`config.mk`:
```
export PLATFORM = sky130hd
export DESIGN_NAME = segment_table_heap_allocator_flat
export DESIGN_NICKNAME = d
export VERILOG_FILES = /design/src/rtl/stha_pkg.sv /design/src/rtl/stha_req_if.sv /design/src/rtl/stha_rsp_if.sv /design/src/rtl/stha_ram.sv /design/src/rtl/stha_ctrl.sv /design/src/rtl/stha_dp.sv /design/src/rtl/segment_table_heap_allocator.sv /design/src/flat_wrapper.sv
export VERILOG_INCLUDE_DIRS = /design/src /design/src/rtl
export SDC_FILE = /design/constraint.sdc
export NUM_CORES = 1
export LEC_CHECK = 0
export ABC_AREA = 0
export BUFFER_PORTS_ARGS = -buffer_cell sky130_fd_sc_hd__buf_2
export CORE_ASPECT_RATIO = 0.7
export CORE_MARGIN = 3
export CORE_UTILIZATION = 41
export CTS_BUF_LIST = sky130_fd_sc_hd__clkbuf_4
export DETAILED_ROUTE_END_ITERATION = 10
export GPL_TIMING_DRIVEN = 0
export PLACE_DENSITY = 0.57
export SYNTH_ARGS = -nofsm -noshare
export SYNTH_HDL_FRONTEND = slang
export SYNTH_HIERARCHICAL = 1
export SYNTH_SLANG_ARGS = --single-unit
```
`constraint.sdc`:
```
create_clock -name clk -period 16.9 [get_ports clk]
set_input_delay 1.69 -clock clk [delete_from_list [all_inputs] [get_ports clk]]
set_output_delay 1.69 -clock clk [all_outputs]
set_load 0.005 [all_outputs]
```
`src/rtl/segment_table_heap_allocator_macros.svh`:
```
// Assertion macros shared by the segment table heap allocator RTL.
// Depends on nothing; included by the modules that carry assertions.
`ifndef SEGMENT_TABLE_HEAP_ALLOCATOR_MACROS_SVH
`define SEGMENT_TABLE_HEAP_ALLOCATOR_MACROS_SVH
`ifndef SYNTH
// Same-cycle implication, checked at every rising edge outside reset.
`define STHA_ASSERT_IMP(label, clk, rst_n, ante, cons) \
    label: assert property (@(posedge clk) disable iff (!rst_n) (ante) |-> (cons)) \
        else $error("stha assertion failed");
// Next-cycle implication, checked at every rising edge outside reset.
`define STHA_ASSERT_NXT(label, clk, rst_n, ante, cons) \
    label: assert property (@(posedge clk) disable iff (!rst_n) (ante) |=> (cons)) \
        else $error("stha assertion failed");
`else
`define STHA_ASSERT_IMP(label, clk, rst_n, ante, cons)
`define STHA_ASSERT_NXT(label, clk, rst_n, ante, cons)
`endif
`endif

```
`src/rtl/stha_pkg.sv`:
```
// Shared types and constants of the segment table heap allocator.
// Depends on nothing; used by the interfaces, the controller, the datapath and the top level.
package stha_pkg;

    // Fixed widths of the item fields.
    localparam int FIELD_W  = 17;
    localparam int STATUS_W = 2;
    // A rounded request size can reach 2^17, so it needs one bit more.
    localparam int SIZE_W   = FIELD_W + 1;

    // Defaults for the top-level parameters.
    localparam int HEAP_BYTES_DEF    = 65536;
    localparam int TABLE_ENTRIES_DEF = 32;

    // Operation codes.
    localparam logic OP_ALLOC = 1'b0;
    localparam logic OP_FREE  = 1'b1;

    // Result status codes.
    typedef enum logic [STATUS_W-1:0] {
        STATUS_OK       = 2'd0,
        STATUS_NOMEM    = 2'd1,
        STATUS_NOTALLOC = 2'd2
    } status_t;

    // Controller states.
    typedef enum logic [1:0] {
        ST_IDLE,
        ST_ALLOC,
        ST_SCAN,
        ST_FINISH
    } state_t;

    // Commands from the controller to the datapath.
    typedef struct packed {
        logic start;
        logic do_alloc;
        logic scan_step;
        logic commit_free;
        logic load_out;
    } cmd_t;

    // Status from the datapath to the controller.
    typedef struct packed {
        logic scan_done;
        logic out_free;
    } stat_t;

endpackage

```
`src/rtl/stha_req_if.sv`:
```
// Request channel of the segment table heap allocator.
// Depends on stha_pkg for the field widths.
interface stha_req_if;
    logic                        valid;
    logic                        ready;
    logic                        opcode;
    logic [stha_pkg::FIELD_W-1:0] request_size;
    logic [stha_pkg::FIELD_W-1:0] free_offset;

    modport source (output valid, output opcode, output request_size, output free_offset,
                    input ready);
    modport sink (input valid, input opcode, input request_size, input free_offset,
                  output ready);
endinterface

```
`src/rtl/stha_rsp_if.sv`:
```
// Result channel of the segment table heap allocator.
// Depends on stha_pkg for the field widths.
interface stha_rsp_if;
    logic                         valid;
    logic                         ready;
    logic [stha_pkg::FIELD_W-1:0]  alloc_offset;
    logic [stha_pkg::STATUS_W-1:0] status;
    logic [stha_pkg::FIELD_W-1:0]  used_bytes;

    modport source (output valid, output alloc_offset, output status, output used_bytes,
                    input ready);
    modport sink (input valid, input alloc_offset, input status, input used_bytes,
                  output ready);
endinterface

```
`src/rtl/stha_ram.sv`:
```
// Generic single-write, single-read RAM with a registered read port.
// Depends on nothing; holds the segment table.
module stha_ram #(
    parameter int WIDTH = 34,
    parameter int DEPTH = 32
) (
    input  logic                     clk,
    input  logic                     we,
    input  logic [$clog2(DEPTH)-1:0] waddr,
    input  logic [WIDTH-1:0]         wdata,
    input  logic [$clog2(DEPTH)-1:0] raddr,
    output logic [WIDTH-1:0]         rdata
);

    logic [WIDTH-1:0] mem [DEPTH];
    logic [WIDTH-1:0] rdata_reg;

    // Write port and registered read port.
    always_ff @(posedge clk)
    begin
        if (we)
        begin
            mem[waddr] <= wdata;
        end
        rdata_reg <= mem[raddr];
    end

    assign rdata = rdata_reg;

endmodule

```
`src/rtl/stha_ctrl.sv`:
```
// Controller state machine of the segment table heap allocator.
// Depends on stha_pkg for the state, command and status types.
`include "segment_table_heap_allocator_macros.svh"
module stha_ctrl (
    input  logic            clk,
    input  logic            rst_n,
    input  logic            in_valid,
    input  logic            opcode,
    output logic            in_ready,
    input  stha_pkg::stat_t stat,
    output stha_pkg::cmd_t  cmd
);

    stha_pkg::state_t state_reg;
    stha_pkg::state_t state_next;
    logic             in_fire;

    assign in_fire = in_valid && in_ready;

    // State register.
    always_ff @(posedge clk or negedge rst_n)
    begin
        if (!rst_n)
        begin
            state_reg <= stha_pkg::ST_IDLE;
        end
        else
        begin
            state_reg <= state_next;
        end
    end

    // Next state.
    always_comb
    begin
        state_next = state_reg;
        case (state_reg)
            stha_pkg::ST_IDLE:
            begin
                if (in_fire)
                begin
                    state_next = (opcode == stha_pkg::OP_ALLOC) ? stha_pkg::ST_ALLOC
                                                                : stha_pkg::ST_SCAN;
                end
            end
            stha_pkg::ST_ALLOC:
            begin
                state_next = stha_pkg::ST_FINISH;
            end
            stha_pkg::ST_SCAN:
            begin
                if (stat.scan_done)
                begin
                    state_next = stha_pkg::ST_FINISH;
                end
            end
            stha_pkg::ST_FINISH:
            begin
                if (stat.out_free)
                begin
                    state_next = stha_pkg::ST_IDLE;
                end
            end
            default:
            begin
                state_next = stha_pkg::ST_IDLE;
            end
        endcase
    end

    // Outputs.
    always_comb
    begin
        in_ready        = 1'b0;
        cmd             = '0;
        case (state_reg)
            stha_pkg::ST_IDLE:
            begin
                in_ready  = 1'b1;
                cmd.start = in_valid;
            end
            stha_pkg::ST_ALLOC:
            begin
                cmd.do_alloc = 1'b1;
            end
            stha_pkg::ST_SCAN:
            begin
                cmd.scan_step   = !stat.scan_done;
                cmd.commit_free = stat.scan_done;
            end
            stha_pkg::ST_FINISH:
            begin
                cmd.load_out = stat.out_free;
            end
            default:
            begin
                in_ready = 1'b0;
            end
        endcase
    end

    // A finished scan always hands over to the result stage, and items are taken only when idle.
    `STHA_ASSERT_NXT(a_scan_reaches_finish, clk, rst_n,
                     state_reg == stha_pkg::ST_SCAN && stat.scan_done,
                     state_reg == stha_pkg::ST_FINISH)
    `STHA_ASSERT_IMP(a_one_command, clk, rst_n, 1'b1, $onehot0(cmd))
    `STHA_ASSERT_IMP(a_ready_only_idle, clk, rst_n, in_ready, state_reg == stha_pkg::ST_IDLE)

endmodule

```
`src/rtl/stha_dp.sv`:
```
// Datapath of the segment table heap allocator: table RAM, heap end,
// segment count, free scan pipeline and output register.
// Depends on stha_pkg and stha_ram.
`include "segment_table_heap_allocator_macros.svh"
module stha_dp #(
    parameter int HEAP_BYTES    = stha_pkg::HEAP_BYTES_DEF,
    parameter int TABLE_ENTRIES = stha_pkg::TABLE_ENTRIES_DEF
) (
    input  logic                           clk,
    input  logic                           rst_n,
    input  stha_pkg::cmd_t                 cmd,
    output stha_pkg::stat_t                stat,
    input  logic [stha_pkg::FIELD_W-1:0]   request_size,
    input  logic [stha_pkg::FIELD_W-1:0]   free_offset,
    output logic                           out_valid,
    input  logic                           out_ready,
    output logic [stha_pkg::FIELD_W-1:0]   alloc_offset,
    output logic [stha_pkg::STATUS_W-1:0]  status,
    output logic [stha_pkg::FIELD_W-1:0]   used_bytes
);

    localparam int OFF_W  = $clog2(HEAP_BYTES + 1);
    localparam int CNT_W  = $clog2(TABLE_ENTRIES + 1);
    localparam int ADDR_W = $clog2(TABLE_ENTRIES);
    localparam int CMP_W  = (OFF_W > stha_pkg::FIELD_W) ? OFF_W : stha_pkg::FIELD_W;
    localparam int SUM_W  = ((OFF_W > stha_pkg::SIZE_W) ? OFF_W : stha_pkg::SIZE_W) + 1;
    localparam int ENT_W  = 2 * OFF_W;

    // Control state.
    logic [CNT_W-1:0]          count_reg, count_next;
    logic [OFF_W-1:0]          used_reg, used_next;
    logic [CNT_W-1:0]          scan_cnt_reg, scan_cnt_next;
    logic                      pend_reg, pend_next;
    logic                      found_reg, found_next;
    logic                      out_valid_reg, out_valid_next;

    // Payload registers.
    logic [stha_pkg::FIELD_W-1:0] size_reg, size_next;
    logic [stha_pkg::FIELD_W-1:0] off_reg, off_next;
    logic [ADDR_W-1:0]            pend_idx_reg, pend_idx_next;
    logic [OFF_W-1:0]             keep_end_reg, keep_end_next;
    logic [stha_pkg::FIELD_W-1:0] res_offset_reg, res_offset_next;
    stha_pkg::status_t            res_status_reg, res_status_next;
    logic [stha_pkg::FIELD_W-1:0] out_offset_reg, out_offset_next;
    stha_pkg::status_t            out_status_reg, out_status_next;
    logic [stha_pkg::FIELD_W-1:0] out_used_reg, out_used_next;

    // RAM ports; an entry holds the start and the end offset of a segment.
    logic              ram_we;
    logic [ADDR_W-1:0] ram_waddr;
    logic [ENT_W-1:0]  ram_wdata;
    logic [ADDR_W-1:0] ram_raddr;
    logic [ENT_W-1:0]  ram_rdata;
    logic [OFF_W-1:0]  rd_start;
    logic [OFF_W-1:0]  rd_end;

    // Allocate arithmetic.
    logic [stha_pkg::SIZE_W-1:0]  size_plus;
    logic [stha_pkg::SIZE_W-1:0]  size_round;
    logic [SUM_W-1:0]             new_end;
    logic                         alloc_fail;
    logic [CMP_W-1:0]             used_wide;
    logic [stha_pkg::FIELD_W-1:0] used_field;
    logic [CMP_W-1:0]             next_wide;

    // Scan signals.
    logic scan_issue;
    logic scan_match;

    stha_ram #(
        .WIDTH(ENT_W),
        .DEPTH(TABLE_ENTRIES)
    ) u_table (
        .clk  (clk),
        .we   (ram_we),
        .waddr(ram_waddr),
        .wdata(ram_wdata),
        .raddr(ram_raddr),
        .rdata(ram_rdata)
    );

    assign rd_start = ram_rdata[ENT_W-1:OFF_W];
    assign rd_end   = ram_rdata[OFF_W-1:0];

    // Round the request up to a multiple of four and check it against heap and table.
    assign size_plus  = stha_pkg::SIZE_W'(size_reg) + stha_pkg::SIZE_W'(3);
    assign size_round = {size_plus[stha_pkg::SIZE_W-1:2], 2'b00};
    assign new_end    = SUM_W'(used_reg) + SUM_W'(size_round);
    assign alloc_fail = (new_end > SUM_W'(HEAP_BYTES)) || (count_reg >= CNT_W'(TABLE_ENTRIES));
    assign used_wide  = CMP_W'(used_reg);
    assign used_field = used_wide[stha_pkg::FIELD_W-1:0];

    // The scan reads one entry a cycle; its data is checked in the cycle after the read.
    assign scan_issue = cmd.scan_step && (scan_cnt_reg < count_reg);
    assign scan_match = !found_reg && (CMP_W'(rd_start) == CMP_W'(off_reg));
    assign ram_raddr  = scan_cnt_reg[ADDR_W-1:0];

    assign stat.scan_done = !pend_reg && (scan_cnt_reg >= count_reg);
    assign stat.out_free  = !out_valid_reg || out_ready;

    // RAM write: append on allocate, move an entry down one place after a match.
    always_comb
    begin
        ram_we    = 1'b0;
        ram_waddr = count_reg[ADDR_W-1:0];
        ram_wdata = {used_reg, new_end[OFF_W-1:0]};
        if (cmd.do_alloc)
        begin
            ram_we = !alloc_fail;
        end
        else if (pend_reg && found_reg)
        begin
            ram_we    = 1'b1;
            ram_waddr = pend_idx_reg - ADDR_W'(1);
            ram_wdata = ram_rdata;
        end
    end

    // Next values of state and result registers.
    always_comb
    begin
        count_next      = count_reg;
        used_next       = used_reg;
        scan_cnt_next   = scan_cnt_reg;
        pend_next       = 1'b0;
        found_next      = found_reg;
        size_next       = size_reg;
        off_next        = off_reg;
        pend_idx_next   = pend_idx_reg;
        keep_end_next   = keep_end_reg;
        res_offset_next = res_offset_reg;
        res_status_next = res_status_reg;
        out_valid_next  = out_valid_reg && !out_ready;
        out_offset_next = out_offset_reg;
        out_status_next = out_status_reg;
        out_used_next   = out_used_reg;
        next_wide       = CMP_W'(used_reg);

        if (cmd.start)
        begin
            size_next     = request_size;
            off_next      = free_offset;
            scan_cnt_next = '0;
            found_next    = 1'b0;
            keep_end_next = '0;
        end

        if (cmd.do_alloc)
        begin
            if (alloc_fail)
            begin
                res_offset_next = '0;
                res_status_next = stha_pkg::STATUS_NOMEM;
            end
            else
            begin
                res_offset_next = used_field;
                res_status_next = stha_pkg::STATUS_OK;
                used_next       = new_end[OFF_W-1:0];
                count_next      = count_reg + CNT_W'(1);
            end
        end

        if (scan_issue)
        begin
            pend_next     = 1'b1;
            pend_idx_next = scan_cnt_reg[ADDR_W-1:0];
            scan_cnt_next = scan_cnt_reg + CNT_W'(1);
        end

        // Check the entry read last cycle; remember the end of the last kept entry.
        if (pend_reg)
        begin
            if (scan_match)
            begin
                found_next = 1'b1;
            end
            else
            begin
                keep_end_next = rd_end;
            end
        end

        if (cmd.commit_free)
        begin
            res_offset_next = '0;
            if (found_reg)
            begin
                res_status_next = stha_pkg::STATUS_OK;
                used_next       = keep_end_reg;
                count_next      = count_reg - CNT_W'(1);
            end
            else
            begin
                res_status_next = stha_pkg::STATUS_NOTALLOC;
            end
        end

        if (cmd.load_out)
        begin
            out_valid_next  = 1'b1;
            out_offset_next = res_offset_reg;
            out_status_next = res_status_reg;
            out_used_next   = next_wide[stha_pkg::FIELD_W-1:0];
        end
    end

    // Control registers.
    always_ff @(posedge clk or negedge rst_n)
    begin
        if (!rst_n)
        begin
            count_reg     <= '0;
            used_reg      <= '0;
            scan_cnt_reg  <= '0;
            pend_reg      <= 1'b0;
            found_reg     <= 1'b0;
            out_valid_reg <= 1'b0;
        end
        else
        begin
            count_reg     <= count_next;
            used_reg      <= used_next;
            scan_cnt_reg  <= scan_cnt_next;
            pend_reg      <= pend_next;
            found_reg     <= found_next;
            out_valid_reg <= out_valid_next;
        end
    end

    // Payload registers.
    always_ff @(posedge clk)
    begin
        size_reg       <= size_next;
        off_reg        <= off_next;
        pend_idx_reg   <= pend_idx_next;
        keep_end_reg   <= keep_end_next;
        res_offset_reg <= res_offset_next;
        res_status_reg <= res_status_next;
        out_offset_reg <= out_offset_next;
        out_status_reg <= out_status_next;
        out_used_reg   <= out_used_next;
    end

    assign out_valid    = out_valid_reg;
    assign alloc_offset = out_offset_reg;
    assign status       = out_status_reg;
    assign used_bytes   = out_used_reg;

    // Table bookkeeping checks.
    `STHA_ASSERT_IMP(a_count_bound, clk, rst_n, 1'b1, count_reg <= CNT_W'(TABLE_ENTRIES))
    `STHA_ASSERT_IMP(a_used_bound, clk, rst_n, 1'b1, SUM_W'(used_reg) <= SUM_W'(HEAP_BYTES))
    `STHA_ASSERT_IMP(a_empty_heap, clk, rst_n, count_reg == '0, used_reg == '0)
    `STHA_ASSERT_NXT(a_free_drops_one, clk, rst_n, cmd.commit_free && found_reg,
                     count_reg == $past(count_reg) - CNT_W'(1))

endmodule

```
`src/rtl/segment_table_heap_allocator.sv`:
```
// Segment table heap allocator, one item at a time. An allocate passes through the ALLOC and
// FINISH states; a free passes through SCAN and FINISH, bound by the scan that reads and
// moves the table RAM one entry per cycle, so a free takes longer the more segments there are.
// The next item is taken the cycle after the result is loaded into the output register.
// Reset (rst_n, asynchronous, active low) empties the table; the table RAM is not cleared.
module segment_table_heap_allocator #(
    parameter int HEAP_BYTES    = stha_pkg::HEAP_BYTES_DEF,
    parameter int TABLE_ENTRIES = stha_pkg::TABLE_ENTRIES_DEF
) (
    input logic        clk,
    input logic        rst_n,
    stha_req_if.sink   req,
    stha_rsp_if.source rsp
);

    stha_pkg::cmd_t  cmd;
    stha_pkg::stat_t stat;

    // Sequencing of allocate and free.
    stha_ctrl u_ctrl (
        .clk     (clk),
        .rst_n   (rst_n),
        .in_valid(req.valid),
        .opcode  (req.opcode),
        .in_ready(req.ready),
        .stat    (stat),
        .cmd     (cmd)
    );

    // Table, heap end and result register.
    stha_dp #(
        .HEAP_BYTES   (HEAP_BYTES),
        .TABLE_ENTRIES(TABLE_ENTRIES)
    ) u_dp (
        .clk         (clk),
        .rst_n       (rst_n),
        .cmd         (cmd),
        .stat        (stat),
        .request_size(req.request_size),
        .free_offset (req.free_offset),
        .out_valid   (rsp.valid),
        .out_ready   (rsp.ready),
        .alloc_offset(rsp.alloc_offset),
        .status      (rsp.status),
        .used_bytes  (rsp.used_bytes)
    );

endmodule
```
`src/flat_wrapper.sv`:
```
// flat-port wrapper written by rule: the top's interface ports become plain ports
module segment_table_heap_allocator_flat 
#(
    parameter int HEAP_BYTES    = stha_pkg::HEAP_BYTES_DEF,
    parameter int TABLE_ENTRIES = stha_pkg::TABLE_ENTRIES_DEF
)
  (clk, rst_n, req_valid, req_opcode, req_request_size, req_free_offset, req_ready, rsp_valid, rsp_alloc_offset, rsp_status, rsp_used_bytes, rsp_ready);
  stha_req_if req_i ();
  stha_rsp_if rsp_i ();
  input logic clk;
  input logic rst_n;
  input wire logic [$bits(req_i.valid)-1:0] req_valid;
  input wire logic [$bits(req_i.opcode)-1:0] req_opcode;
  input wire logic [$bits(req_i.request_size)-1:0] req_request_size;
  input wire logic [$bits(req_i.free_offset)-1:0] req_free_offset;
  output wire logic [$bits(req_i.ready)-1:0] req_ready;
  output wire logic [$bits(rsp_i.valid)-1:0] rsp_valid;
  output wire logic [$bits(rsp_i.alloc_offset)-1:0] rsp_alloc_offset;
  output wire logic [$bits(rsp_i.status)-1:0] rsp_status;
  output wire logic [$bits(rsp_i.used_bytes)-1:0] rsp_used_bytes;
  input wire logic [$bits(rsp_i.ready)-1:0] rsp_ready;
  assign req_i.valid = req_valid;
  assign req_i.opcode = req_opcode;
  assign req_i.request_size = req_request_size;
  assign req_i.free_offset = req_free_offset;
  assign req_ready = req_i.ready;
  assign rsp_valid = rsp_i.valid;
  assign rsp_alloc_offset = rsp_i.alloc_offset;
  assign rsp_status = rsp_i.status;
  assign rsp_used_bytes = rsp_i.used_bytes;
  assign rsp_i.ready = rsp_ready;
  segment_table_heap_allocator #(.HEAP_BYTES(HEAP_BYTES), .TABLE_ENTRIES(TABLE_ENTRIES)) u_core (.clk(clk), .rst_n(rst_n), .req(req_i), .rsp(rsp_i));
endmodule
```
==> out/results.ini <==
[outcome]
status=finished, violations left
violations=max-capacitance violations, max-slew violations

[die]
ios=77
die_y_um=300
core_um2=122000
rows=107
die_area_um2=128000
fp.dieW_um=426
start_util_pct=41.4

[yosys]
yosysWarnings=6
synth_top_family_by_area=multiplexers
yosys_register_bits=1267
yosysUniqueCellTypes=65
synthSimpleGateAreaFrac_pct=5.38
synthArstFlopShare_pct=2.68
postSynthCellCount=3145
synthMuxAreaShare_pct=11.1
syn-num-nets=3217
synth-compound-area-share_pct=5.86
synthAdderAreaFrac_pct=0.832
syn_area_um2=50500
syn_avg_cell_area_um2=16.1
synthFlopType=edfxtp_1
yosysSeqAreaShare_pct=73.6
synth_edf_count=1165
synthXorXnorAreaFrac_pct=0.797

[clocking]
cts_resized=0
cts.clk_slew.worst_paths_ns=0.07
ctsLongestPathBuffers=4
cts_buffers=311
hold_buffers=0
clk_latency_ns=1.20
cts.sinks=1267
cts_tree=done
postCtsSetupRepairBufs=0
cts-root-buf=clkbuf_4
h-tree-depth=5

[grt]
overflow=0
grt_max_degree=38
grt_pass1_vias=28100
grtUsageMet3_pct=6.64
met1_usage_pct=34.3
grt_antenna_before_repair=2
use_met2_pct=26.9
grt_busiest_layer=met1
grt_pass1_wl_um=196000
grt_usage_pct=21.3

[placement]
gp_congestion=0.915
portBuffers=76
dpl.hpwl_um=92500
dp_cells=4895

[sta]
fmax_mhz=149
finalSetupViolCount=0
worstMarginPinSlew_ns=1.51
drv_slew=4
timing.slew.headroom_pct=-2.36
rsz0062_at_grt=no
skew_ns=0.0748
layout_min_cycle_time_ns=6.72
finalSetupTns_ns=0
min_period_over_period_pct=39.8
finalHoldWorstSlack_ns=0.399
hold_violations=0

[setup_path]
worst_setup_path_start_kind=flop
crit_type=flop to flop
worstSetupEndpointType=flop
critical_path.max_fanout=22
crit_required_ns=17.74
critPathArrivalTime_ns=7.56

[worst_hold_path]
min_path_type=flop to flop

[detailed_routing]
avgRoutedWirePerCell_um=25.3
drtIter0Drc=3356
drc_errors=0
ant_nets=0
firstDrtPassIters=6
vias_per_cell=5.53
num_vias=29900
routed_wl_um=137000

[finish]
fin_nets=3646
final_util_pct=47.4
largest_register_ffs=1088
layout.cells.non_filler=5416
synthToLayoutAreaGrowth_pct=14.5
drive_gt1_share_pct=19.9

[power]
power_frac_seq_pct=43.6
internal_power_mw=6.52
comb_power_share_pct=32.7
leakagePower_nw=20.3
p_sw_mw=3.75
total_power_mw=10.3
sw_frac_of_total_pct=36.5
pwr-share-clk_pct=23.7
peakVddDrop_mv=0.113
powerDensity_nw_per_um2=178

[run]
maxCapViolCount=1

[power groups by stage]
stage	logic [mW]	registers, mW	clock network [mW]
after floorplan	1.95	4.44	0
after global placement	3.20	4.58	0
after detailed placement	3.32	4.54	0
after CTS	3.33	4.47	2.51
after global routing	3.58	4.49	2.68
final	3.36	4.47	2.44
[kinds of logic (layout without fill, tap and decap cells)]
| group | after synthesis | count (layout) |
|---|---|---|
| and+or+nand+nor | 582 | 582 |
| adders and majority gates | 33 | 33 |
| DFF | 1267 | 1267 |
| buffers and inverters | 209 | 842 |
| AOI/OAI and AO/OA | 447 | 447 |
| muxes | 561 | 561 |
| other | 0 | 3 |
| xor gates and xnor gates | 46 | 46 |
[synthesized netlist by cell type, types with 5 or more instances]
library cell | instances | area, um^2
o21ai_0 | 40 | 200
mux2i_1 | 560 | 5610
buf_4 | 33 | 248
buf_6 | 21 | 236
buf_1 | 10 | 37.5
a22oi_1 | 103 | 773
nor3_1 | 44 | 220
dfrtp_1 | 34 | 851
edfxtp_1 | 1165 | 35000
dfxtp_1 | 68 | 1360
a21o_1 | 12 | 90.1
xor2_1 | 26 | 228
xnor2_1 | 20 | 175
nor2_1 | 89 | 334
ha_1 | 32 | 400
and2_1 | 7 | 43.8
buf_2 | 41 | 205
clkbuf_1 | 52 | 195
nand3_1 | 114 | 571
nand3b_1 | 24 | 180
nand2_1 | 227 | 852
nor4_1 | 7 | 43.8
nand4_1 | 10 | 62.6
nor2b_1 | 20 | 125
buf_8 | 8 | 120
a21oi_1 | 152 | 761
a22o_1 | 68 | 596
and3_1 | 11 | 68.8
nand2b_1 | 10 | 62.6
a31oi_1 | 37 | 231
a211oi_1 | 5 | 37.5
inv_1 | 43 | 161
[critical path: stages (launching register included)]
cell,delay [ns]
edfxtp_1,0.42
o21a_1,0.24
nor2_1,0.30
ha_1,0.23
inv_1,0.06
fa_1,0.42
nand2b_1,0.20
a21boi_0,0.35
or3_1,0.17
o311ai_1,0.42
a211oi_1,0.38
nand4_1,0.26
a21boi_4,0.29
buf_2,0.30
nand2b_1,0.22
or3b_2,0.47
clkbuf_1,0.46
nor2_4,0.92
buf_16,0.24
[through the flow]
stage | area, um^2 | setup WS, ns
3_3_place_gp | 53000 | 8.37
6_report | 57800 | 10.18
4_1_cts | 57800 | 10.43
5_1_grt | 57800 | 10.04
3_5_place_dp | 54100 | 10.46
2_1_floorplan | 50500 | 11.05
[final timing paths]
| check | from | to | slack, ns | cells after the start |
|---|---|---|---|---|
| worst max-delay path | u_core/u_dp/size_reg[1]$_DFFE_PP_ | u_core/u_dp/u_table/mem[16][23]$_DFFE_PP_ | 10.18 | 18 |
| worst min-delay path | u_core/u_dp/res_offset_reg[12]$_SDFFE_PP0P_ | u_core/u_dp/alloc_offset[12]$_DFFE_PP_ | 0.40 | 0 |
| worst max register to register | u_core/u_dp/size_reg[1]$_DFFE_PP_ | u_core/u_dp/u_table/mem[16][23]$_DFFE_PP_ | 10.18 | 18 |
| worst min register to register | u_core/u_dp/res_offset_reg[12]$_SDFFE_PP0P_ | u_core/u_dp/alloc_offset[12]$_DFFE_PP_ | 0.40 | 0 |
| max in group asynchronous | rst_n | u_core/u_dp/next_wide[3]$_DFF_PN0_ | 15.73 | 1 |
| min in group asynchronous | rst_n | u_core/u_dp/scan_cnt_reg[2]$_DFFE_PN0P_ | 0.61 | 1 |
[cells in the final DEF (no fill, tap or decap), drive strengths merged, types with 90 or more instances in the layout]
cell type | Yosys | layout
mux2i | 560 | 560
edfxtp | 1165 | 1165
clkbuf | 52 | 510
a22oi | 103 | 103
buf | 113 | 229
nor2 | 90 | 90
a21oi | 155 | 155
nand3 | 115 | 115
nand2 | 227 | 227
[final cells by class]
cell class,count,area [um^2]
clock inverters,59,250
multi-input cells,1669,12400
clock buffers,458,3440
diodes,3,7.51
flip-flops and latches,1267,37200
inverters,44,165
fillers,10600,64100
repair buffers,116,1260
plain buffers,165,1040
well taps,1635,2050
[routing by layer]
metal,vias up,routed length (um)
li1,13200,-
met1,15200,66100
met5,-,69
met2,1398,53600
met3,175,14900
met4,2,2410
Power figures use the tool's default switching activity.
